### src/rtl/core/positional_ordered_list_defines.svh
// ----------------------------------------------------------------------------
// Assertion macros for the positional ordered list
// Concurrent checks sampled on clk_i; removed in synthesis builds.
// ----------------------------------------------------------------------------
`ifndef POSITIONAL_ORDERED_LIST_DEFINES_SVH
`define POSITIONAL_ORDERED_LIST_DEFINES_SVH

`ifndef SYNTHESIS
`define POL_ASSERT(label, prop) \
  label: assert property (@(posedge clk_i) disable iff (!rst_ni) prop) \
    else $error("positional_ordered_list check failed");
`define POL_ASSERT_ALWAYS(label, prop) \
  label: assert property (@(posedge clk_i) prop) \
    else $error("positional_ordered_list check failed");
`else
`define POL_ASSERT(label, prop)
`define POL_ASSERT_ALWAYS(label, prop)
`endif

`endif

### src/rtl/core/pol_pkg.sv
// ----------------------------------------------------------------------------
// pol_pkg
// Types and codes shared by the positional ordered list modules.
// ----------------------------------------------------------------------------
package pol_pkg;

  localparam int unsigned FuncW   = 2;
  localparam int unsigned PosW    = 8;
  localparam int unsigned ValueW  = 16;
  localparam int unsigned StatusW = 2;
  localparam int unsigned CountW  = 5;

  localparam logic [FuncW-1:0] OpInsert = 2'd0;
  localparam logic [FuncW-1:0] OpRemove = 2'd1;
  localparam logic [FuncW-1:0] OpRead   = 2'd2;

  localparam logic [StatusW-1:0] StOk    = 2'd0;
  localparam logic [StatusW-1:0] StFull  = 2'd1;
  localparam logic [StatusW-1:0] StEmpty = 2'd2;
  localparam logic [StatusW-1:0] StRange = 2'd3;

  typedef struct packed {
    logic [FuncW-1:0]       func;
    logic signed [PosW-1:0] position;
    logic [ValueW-1:0]      entry_value;
  } in_item_t;

  typedef struct packed {
    logic [StatusW-1:0] status;
    logic [ValueW-1:0]  result_value;
    logic [CountW-1:0]  entry_count;
  } out_item_t;

  typedef struct packed {
    logic ins;
    logic rem;
    logic pick;
  } cell_cmd_t;

endpackage

### src/rtl/core/pol_cell.sv
// ----------------------------------------------------------------------------
// pol_cell
// One list slot. Loads the new value, its left neighbor or its right
// neighbor depending on the broadcast command and its place in the row.
// ----------------------------------------------------------------------------
module pol_cell #(
  parameter int unsigned IdxW    = 4,
  parameter int unsigned CellIdx = 0
) (
  input  logic                      clk_i,
  input  pol_pkg::cell_cmd_t        cmd_i,
  input  logic [IdxW-1:0]           idx_i,
  input  logic [pol_pkg::ValueW-1:0] value_i,
  input  logic [pol_pkg::ValueW-1:0] left_i,
  input  logic [pol_pkg::ValueW-1:0] right_i,
  output logic [pol_pkg::ValueW-1:0] slot_o,
  output logic [pol_pkg::ValueW-1:0] pick_o
);

  localparam logic [IdxW-1:0] MyIdx = IdxW'(CellIdx);

  logic [pol_pkg::ValueW-1:0] slot_q;
  logic [pol_pkg::ValueW-1:0] slot_d;
  logic                       hit;
  logic                       above;

  assign hit   = (idx_i == MyIdx);
  assign above = (MyIdx > idx_i);

  always_comb begin
    slot_d = slot_q;
    if (cmd_i.ins) begin
      if (hit) begin
        slot_d = value_i;
      end else if (above) begin
        slot_d = left_i;
      end
    end else if (cmd_i.rem) begin
      if (hit || above) begin
        slot_d = right_i;
      end
    end
  end

  always_ff @(posedge clk_i) begin
    slot_q <= slot_d;
  end

  assign slot_o = slot_q;
  assign pick_o = hit ? slot_q : '0;

endmodule

### src/rtl/core/pol_ctrl.sv
// ----------------------------------------------------------------------------
// pol_ctrl
// Holds the entry count, clamps the position and decodes each transaction
// into the command broadcast to the cell row and the result status.
// ----------------------------------------------------------------------------
`include "positional_ordered_list_defines.svh"

module pol_ctrl #(
  parameter int unsigned DEPTH = 16,
  parameter int unsigned IdxW  = 4,
  parameter int unsigned CntW  = 5
) (
  input  logic                        clk_i,
  input  logic                        rst_ni,
  input  logic                        accept_i,
  input  pol_pkg::in_item_t           item_i,
  output pol_pkg::cell_cmd_t          cmd_o,
  output logic [IdxW-1:0]             idx_o,
  output logic [pol_pkg::StatusW-1:0] status_o,
  output logic [CntW-1:0]             fill_o
);

  localparam int unsigned CmpW = (CntW + 1 > pol_pkg::PosW + 1) ? CntW + 1 : pol_pkg::PosW + 1;

  logic [CntW-1:0]        fill_q;
  logic [CntW-1:0]        fill_d;
  logic signed [CmpW-1:0] pos_s;
  logic [CmpW-1:0]        lim;
  logic [CmpW-1:0]        clamped;
  logic                   empty;
  logic                   full;

  assign empty = (fill_q == '0);
  assign full  = (fill_q == CntW'(DEPTH));

  always_comb begin
    pos_s = CmpW'(item_i.position);
    lim   = CmpW'(DEPTH);
    if (item_i.func == pol_pkg::OpRead) begin
      pos_s = pos_s - CmpW'(1);
    end else if (item_i.func == pol_pkg::OpRemove) begin
      lim = CmpW'(fill_q - CntW'(1));
    end else begin
      lim = CmpW'(fill_q);
    end

    if (pos_s[CmpW-1] || (pos_s == '0)) begin
      clamped = '0;
    end else if ($unsigned(pos_s) > lim) begin
      clamped = lim;
    end else begin
      clamped = $unsigned(pos_s);
    end
  end

  always_comb begin
    cmd_o    = '0;
    status_o = pol_pkg::StOk;
    fill_d   = fill_q;
    unique case (item_i.func)
      pol_pkg::OpInsert: begin
        if (full) begin
          status_o = pol_pkg::StFull;
        end else begin
          cmd_o.ins = accept_i;
          fill_d    = fill_q + CntW'(1);
        end
      end
      pol_pkg::OpRemove: begin
        if (empty) begin
          status_o = pol_pkg::StEmpty;
        end else begin
          cmd_o.rem  = accept_i;
          cmd_o.pick = 1'b1;
          fill_d     = fill_q - CntW'(1);
        end
      end
      pol_pkg::OpRead: begin
        if (clamped >= CmpW'(fill_q)) begin
          status_o = pol_pkg::StRange;
        end else begin
          cmd_o.pick = 1'b1;
        end
      end
      default: begin
        status_o = pol_pkg::StOk;
      end
    endcase
  end

  always_ff @(posedge clk_i or negedge rst_ni) begin
    if (!rst_ni) begin
      fill_q <= '0;
    end else if (accept_i) begin
      fill_q <= fill_d;
    end
  end

  assign idx_o  = clamped[IdxW-1:0];
  assign fill_o = fill_d;

  `POL_ASSERT(fill_bounded_a, fill_q <= CntW'(DEPTH))
  `POL_ASSERT(insert_grows_a, cmd_o.ins |=> fill_q == $past(fill_q) + CntW'(1))
  `POL_ASSERT(remove_shrinks_a, cmd_o.rem |=> fill_q == $past(fill_q) - CntW'(1))
  `POL_ASSERT(no_insert_when_full_a, cmd_o.ins |-> !full)
  `POL_ASSERT_ALWAYS(remove_returns_a, cmd_o.rem |-> (cmd_o.pick && !cmd_o.ins))

endmodule

### src/rtl/core/positional_ordered_list.sv
// A result is presented in the cycle after its transaction is accepted.
// Throughput: one transaction per cycle unless out_stall_i holds a result; the
// whole cell row shifts at once and the output register frees when taken.
// Reset clears the entry count and the output valid; slot contents are left
// undefined and are never read before being written.
// ----------------------------------------------------------------------------
// positional_ordered_list
// Bounded ordered list with insert, remove and read at a clamped position,
// built as a row of slot cells driven by a shared controller.
// ----------------------------------------------------------------------------
module positional_ordered_list #(
  parameter int unsigned DEPTH = 16
) (
  input  logic               clk_i,
  input  logic               rst_ni,
  input  logic               in_valid_i,
  output logic               in_stall_o,
  input  pol_pkg::in_item_t  in_data_i,
  output logic               out_valid_o,
  input  logic               out_stall_i,
  output pol_pkg::out_item_t out_data_o
);

  localparam int unsigned IdxW = (DEPTH > 1) ? $clog2(DEPTH) : 1;
  localparam int unsigned CntW = $clog2(DEPTH + 1);

  pol_pkg::cell_cmd_t          cmd;
  logic [IdxW-1:0]             idx;
  logic [pol_pkg::StatusW-1:0] status;
  logic [CntW-1:0]             fill_next;
  logic                        accept;

  logic [pol_pkg::ValueW-1:0] slot_w [DEPTH];
  logic [pol_pkg::ValueW-1:0] pick_w [DEPTH];
  logic [pol_pkg::ValueW-1:0] picked;

  logic               out_valid_q;
  logic               out_valid_d;
  pol_pkg::out_item_t out_q;
  pol_pkg::out_item_t out_d;

  assign in_stall_o = out_valid_q && out_stall_i;
  assign accept     = in_valid_i && !in_stall_o;

  pol_ctrl #(
    .DEPTH (DEPTH),
    .IdxW  (IdxW),
    .CntW  (CntW)
  ) u_ctrl (
    .clk_i    (clk_i),
    .rst_ni   (rst_ni),
    .accept_i (accept),
    .item_i   (in_data_i),
    .cmd_o    (cmd),
    .idx_o    (idx),
    .status_o (status),
    .fill_o   (fill_next)
  );

  for (genvar k = 0; k < DEPTH; k++) begin : g_cell
    logic [pol_pkg::ValueW-1:0] left;
    logic [pol_pkg::ValueW-1:0] right;

    if (k == 0) begin : g_first
      assign left = '0;
    end else begin : g_mid_l
      assign left = slot_w[k-1];
    end

    if (k == DEPTH - 1) begin : g_last
      assign right = slot_w[k];
    end else begin : g_mid_r
      assign right = slot_w[k+1];
    end

    pol_cell #(
      .IdxW    (IdxW),
      .CellIdx (k)
    ) u_cell (
      .clk_i   (clk_i),
      .cmd_i   (cmd),
      .idx_i   (idx),
      .value_i (in_data_i.entry_value),
      .left_i  (left),
      .right_i (right),
      .slot_o  (slot_w[k]),
      .pick_o  (pick_w[k])
    );
  end

  always_comb begin
    picked = '0;
    for (int k = 0; k < DEPTH; k++) begin
      picked = picked | pick_w[k];
    end
  end

  always_comb begin
    out_d.status       = status;
    out_d.result_value = cmd.pick ? picked : '0;
    out_d.entry_count  = pol_pkg::CountW'(fill_next);
    out_valid_d        = out_valid_q;
    if (accept) begin
      out_valid_d = 1'b1;
    end else if (!out_stall_i) begin
      out_valid_d = 1'b0;
    end
  end

  always_ff @(posedge clk_i or negedge rst_ni) begin
    if (!rst_ni) begin
      out_valid_q <= 1'b0;
    end else begin
      out_valid_q <= out_valid_d;
    end
  end

  always_ff @(posedge clk_i) begin
    if (accept) begin
      out_q <= out_d;
    end
  end

  assign out_valid_o = out_valid_q;
  assign out_data_o  = out_q;

endmodule

### config.mk
export PLATFORM = sky130hd
export DESIGN_NAME = positional_ordered_list
export DESIGN_NICKNAME = d
export VERILOG_FILES = /design/src/rtl/core/pol_pkg.sv /design/src/rtl/core/pol_cell.sv /design/src/rtl/core/pol_ctrl.sv /design/src/rtl/core/positional_ordered_list.sv
export VERILOG_INCLUDE_DIRS = /design/src /design/src/rtl/core
export SDC_FILE = /design/constraint.sdc
export NUM_CORES = 1
export LEC_CHECK = 0
export BUFFER_PORTS_ARGS = -buffer_cell sky130_fd_sc_hd__buf_2
export CAP_MARGIN = 20
export CORE_MARGIN = 2
export CORE_UTILIZATION = 35
export CTS_CLUSTER_DIAMETER = 30
export CTS_CLUSTER_SIZE = 20
export DETAILED_ROUTE_END_ITERATION = 8
export SYNTH_ARGS = -nofsm -noshare
export SYNTH_HDL_FRONTEND = slang
export SYNTH_HIERARCHICAL = 1
export SYNTH_SLANG_ARGS = --single-unit
### constraint.sdc
create_clock -name clk_i -period 8.8 [get_ports clk_i]
set_input_delay 0.88 -clock clk_i [delete_from_list [all_inputs] [get_ports clk_i]]
set_output_delay 0.88 -clock clk_i [all_outputs]
set_load 0.1 [all_outputs]
======== After elaboration in Yosys (flattened, before gate mapping) ========
Cells that the tools add are included.
word-level totals
  register bits after elaboration ......... 285
  input bits .............................. 30
  output and inout bits ................... 25
  word-level logic and storage cells ...... 261
cells by class
  $add $sub $neg .......................... 4
  $lt $le $gt $ge ......................... 18
  equal/unequal tests ..................... 34
  mux-type cells .......................... 113
  bitwise logic cells ..................... 15
  reductions and logical operators ........ 56
operator list
  operator               count
  $mux W16               93
  $or A16 B16 Y16        15
  $mux W9                5
  $ne A3 B1 Y1 const B   15
  $reduce_and A3 Y1      15
  $reduce_bool A2 Y1     17
  $eq A4 B4 Y1 const B   8
  $gt A4 B4 Y1 const A   8
  $eq A4 B3 Y1 const B   4
  $gt A3 B4 Y1 const A   4
  $logic_or A1 B1 Y1     16
  $mux W5                2
  $pmux W5 S2            1
  $ge A9 B5 Y1           1
  $gt A9 B9 Y1           1
  $logic_not A9 Y1       1
  $sub A8 B2 Y9 const B  1
  $eq A4 B2 Y1 const B   2
  $gt A1 B4 Y1 const A   2
  $gt A2 B4 Y1 const A   2
  $mux W1                7
  $mux W2                3
  $pmux W2 S3            1
  $sub A5 B1 Y6 const B  1
  other kinds (14)       15

======== Logic depth before layout (Yosys ltp) ========
  depth after elaboration ................. 23
  depth in mapped cells ................... 24

======== By module ========
Netlist, hierarchy kept.
modules (own cells, without submodules)
  module                           instances  cells each  area each (um2)
  pol_cell (g_cell[6].u_cell ...)  2          91          967.2
  pol_cell (g_cell[2].u_cell ...)  2          90          962.2
  pol_ctrl                         1          202         1,521.5
  positional_ordered_list          1          110         1,293.7
  pol_cell (g_cell[10].u_cell)     1          92          970.9
  pol_cell (g_cell[12].u_cell)     1          91          969.7
  pol_cell (g_cell[5].u_cell)      1          91          965.9
  pol_cell (g_cell[3].u_cell)      1          91          963.4
  pol_cell (g_cell[8].u_cell)      1          91          962.2
  pol_cell (g_cell[1].u_cell)      1          90          959.7
  pol_cell (g_cell[14].u_cell)     1          92          957.2
  pol_cell (g_cell[0].u_cell)      1          89          954.7
  pol_cell (g_cell[13].u_cell)     1          108         947.2
  pol_cell (g_cell[11].u_cell)     1          108         945.9
  +2 rows                          -          -           -

======== Worst setup path before layout ========
Ideal clock, no wire load.
  path type ............................... input -> register
  start point ............................. input in_data_i[25] (netlist name)
  end point ............................... register g_cell[2].u_cell.slot_q (netlist bit g_cell[2].u_cell/slot_o[0]), enable pin
  setup time .............................. 0.478 ns
  data arrival time ....................... 6.672 ns
  slack ................................... 1.650 ns
  cell stages on the path ................. 14
  buffers on the path ..................... 1
  cells stage by stage .................... inv_1 -> ha_1 -> clkbuf_1 -> nand2_1 -> xnor2_1 -> or2_2 -> ha_1 -> and4_1 -> nor2b_1 -> o32ai_1 -> a2bb2oi_1 -> a21o_1 -> a21oi_1 -> a2111oi_0
between the ends
  word-level cells in the longest chain between the ends .. 10
ends and longest elaborated chain
  what                                                 RTL line                        source
  start: declaration                                   positional_ordered_list.sv:18   input pol_pkg::in_item_t in_data_i,
  $eq A2 B1 Y1                                         pol_ctrl.sv:41                  end else if (item_i.func == pol_pkg::OpRemove) begin
  $mux W9                                              pol_ctrl.sv:41
  $mux W9                                              pol_ctrl.sv:39                  if (item_i.func == pol_pkg::OpRead) begin
  $gt A9 B9 Y1                                         pol_ctrl.sv:49                  end else if ($unsigned(pos_s) > lim) begin
  $mux W9                                              pol_ctrl.sv:49
  $mux W9 (*)                                          pol_ctrl.sv:47                  if (pos_s[CmpW-1] || (pos_s == '0)) begin
  named net idx[2]                                     positional_ordered_list.sv:28   logic [IdxW-1:0] idx;
  $gt A2 B4 Y1 / $eq A4 B2 Y1 (equally long branches)  pol_cell.sv:28, pol_cell.sv:27
  $logic_or A1 B1 Y1                                   pol_cell.sv:39                  if (hit || above) begin
  $reduce_bool A2 Y1 (no source line)                  -
  $reduce_and A3 Y1 (no source line) (*)               -
  end signal: assignment                               pol_cell.sv:46                  slot_q <= slot_d;
  end: declaration                                     pol_cell.sv:22                  logic [pol_pkg::ValueW-1:0] slot_q;
The timed path passes the listed nets; every way through them passes the cells marked *.
A chain may end at the register's enable or synchronous reset.

==> results.toml <==
[cts]
cts_setup_buffers = 0
clk_pin_slew_ns = 0.04
cts_root_buf = "clkbuf_16"
hold_buffers = 0
clk_latency_ns = 0.59
cts_tree = "done"
h-tree-depth = 3
cts-resized-gates = 0
cts_made_buffers = 77
cts.path.max_buffers = 3
cts_sinks = 285

[drt]
drc = 0
ant_nets = 0
wire_per_inst_um = 21.8
viasPerCell = 5.52
drt_first_pass_iters = 6
totalWireLength_um = 57200
vias = 14500
drt_iter0_drc = 1513

[critical_path]
cp-end-kind = "flip-flop"
crit_family = "compound AO/OA/AOI/OAI gates"
crit_chain = "buf_2, inv_1, ha_1, nand2_1, or3_1, and2_1, nor3_1, ha_1, and4_1, nor2b_1, o32ai_1, a2bb2oi_1, nand3_1, a21oi_4, ha_1, a21o_1, a21o_1, a21o_1, a221oi_2, a31o_1, inv_2, a41oi_1"
crit_slowest_cell = "a21oi_4"
cpPeakStageDelay_ns = 0.84
crit_fanout = 30
critPathBufInv = 3
critical_path_required_ns = 9.21
start_kind = "primary input"
path_class = "primary input to flip-flop"
crit_arrival_ns = 6.99

[logic_synthesis]
ys_seq_elements = 285
ys_types = 72
avgSynthCellArea_um2 = 9.90
yosysWarnings = 6
synth_enable_flop_cells = 279
syn_area_um2 = 18200
ys_seq_area_share_pct = 47.0
postSynth.asyncResetShare_pct = 2.11
synth-main-ff-cell = "edfxtp_1"
synthCells = 1833

[sta]
setup_slack_ns = 2.22
setup_viol = 0
finalMaxSlewViolations = 0
period_share_pct = 74.8
final_hold_viol_count = 0
period_minus_slack_ns = 6.58
rsz0062_at_grt = "no"
worstMarginPinSlew_ns = 1.14
fmax_mhz = 152
relSlewSlack_pct = 23.7
setup_tns_ns = 0
clock_skew_ns = 0.0169

[floorplanning]
ioPinCount = 55
coreArea_um2 = 51300
die_w_um = 232
die-area_um2 = 53700
rows = 83
die_y_um = 232
initial_core_util_pct = 35.4

[placed_design]
gp_congestion = 0.828
dp_hpwl_um = 33000
post-place-ws_ns = 1.75
io_buffer_count = 54

[global_routing]
grt_pass1_wl_um = 85600
grt_max_degree = 98
antenna_found_initial = 3
grt_pass1_vias = 13900
grt-ovfl-total = 0
grt_usage_pct = 21.1

[finish]
fill_cells = 4934
nets = 1933
final_cell_mix = "281 x nor2_1, 279 x edfxtp_1, 260 x and2_1"
multiInputGateArea_um2 = 8820
syn2layout_area_growth_pct = 19.0
drive_above_1_share_pct = 13.5
mostFrequentLayoutCell = "nor2_1"
final-seq-area_um2 = 8530

[status]
status = "completed"

[power_and_ir_drop]
pwr_density_cell_nw_per_um2 = 275
p_leak_nw = 7.91
vdd_drop_max_uv = 179

[worst_hold_path]
hold_class = "primary input to asynchronous set/reset pin"

[job]
cap_viol_max_count = 0
[area by class of cell]
type / instances / share of cell area, %
Clock inverter: 52 / 3.37
Sequential cell: 285 / 39.5
Tap cell: 680 / 3.94
Antenna cell: 3 / 0.0348
Clock buffer: 89 / 9.28
Inverter: 16 / 0.278
Timing Repair Buffer: 91 / 2.75
Multi-Input combinational cell: 1411 / 40.9
[routing by layer]
metal  GRT usage (%)  wire, um  up-vias
li1                -         -     6763
met1            29.7     26400     7009
met2            30.9     24300      591
met3            5.13      4330      137
met4            8.85      2150        4
met5               0        26        -
[worst reg2reg max path: stages (launching register included)]
cell and delay [ns]:
dfrtp_1 0.45, inv_1 0.22, ha_1 0.26, nand2_1 0.10, or3_1 0.38, and2_1 0.18, nor3_1 0.26, ha_1 0.30
and4_1 0.19, nor2b_1 0.14, o32ai_1 0.31, a2bb2oi_1 0.51, nand3_1 0.23, a21oi_4 0.84, ha_1 0.37, a21o_1 0.15
a21o_1 0.17, a21o_1 0.18, a221oi_2 0.34, a31o_1 0.23, inv_2 0.25, a41oi_1 0.30
[logic make-up (layout without fill, tap and decap cells)]
group,after synthesis,in the layout,share of synthesized area [%]
AND/OR/NAND/NOR,813,813,23.2
AO/OA/AOI/OAI,353,353,11.5
flip-flops,285,285,47.0
multiplexers,199,199,11.0
buffers and inverters,152,248,5.41
adder cells (fa/ha/maj),21,21,1.45
XOR/XNOR,9,9,0.434
other,1,19,0.0207
[flip-flops by register name, summed over array words and instances (netlist names)]
name                  cells
u_ctrl/fill_q             5
g_cell.u_cell/slot_o    256
out_data_o               23
out_valid_o               1
[metrics by stage]
stage               area (um2)  hold slack, ns  util (%)  power (W)  instances
finish                   21600           0.120      42.1    0.00595       2627
global route             21600           0.106      42.1    0.00616       2624
CTS                      21500          0.0969      42.0    0.00596       2621
detailed placement       18800           0.608      36.6    0.00296       2480
global placement         18800           0.596      36.6    0.00294       2480
floorplan                18200           0.574         -    0.00263       1848
[path summary, 6_finish.rpt]
check / from / endpoint / slack, ns / depth (start not counted)
setup / recovery: in_data_i[25] / out_data_o[14]$_SDFFCE_PN0P_ / 2.22 / 22
hold / removal: rst_ni / u_ctrl/fill_q[1]$_DFFE_PN0P_ / 0.12 / 1
setup reg to reg: u_ctrl/fill_q[1]$_DFFE_PN0P_ / out_data_o[14]$_SDFFCE_PN0P_ / 2.28 / 21
hold reg to reg: g_cell[6].u_cell/slot_o[4]$_DFFE_PP_ / g_cell[5].u_cell/slot_o[4]$_DFFE_PP_ / 0.61 / 2
max in group asynchronous: rst_ni / out_valid_o$_DFFE_PN0P_ / 8.53 / 1
min in group clk_i: in_valid_i / out_valid_o$_DFFE_PN0P_ / 0.51 / 2
[cell usage after synthesis (all sizes together) (3+ instances only)]
master	count	area [um2]
nor4	67	434
a31oi	70	438
mux2i	195	1950
nand4b	4	53.8
o22a	3	26.3
and4b	3	36.3
nand3	11	55.1
o21a	4	30.0
nor2	283	1060
edfxtp	279	8380
a41oi	16	140
xnor2	6	52.6
nor3	6	30.0
or2	6	37.5
nand2	140	526
a211oi	4	35.0
and2	261	1630
clkbuf	81	310
nand2b	4	25.0
ha	21	263
inv	16	60.1
a311oi	3	26.3
dfrtp	6	150
and4bb	6	75.1
nor4b	5	110
a21o	8	60.1
a21boi	5	37.5
o21ai	13	65.1
a21oi	207	1050
xor2	3	26.3
mux2	4	45.0
buf	55	612
[power breakdown]
part           leakage (nW)  switching [W]  internal, W
Combinational          3.95       0.000782     0.000402
Clock                  1.32       0.000863      0.00211
Sequential             2.64       0.000108      0.00168
(Power assumes the default switching activity.)
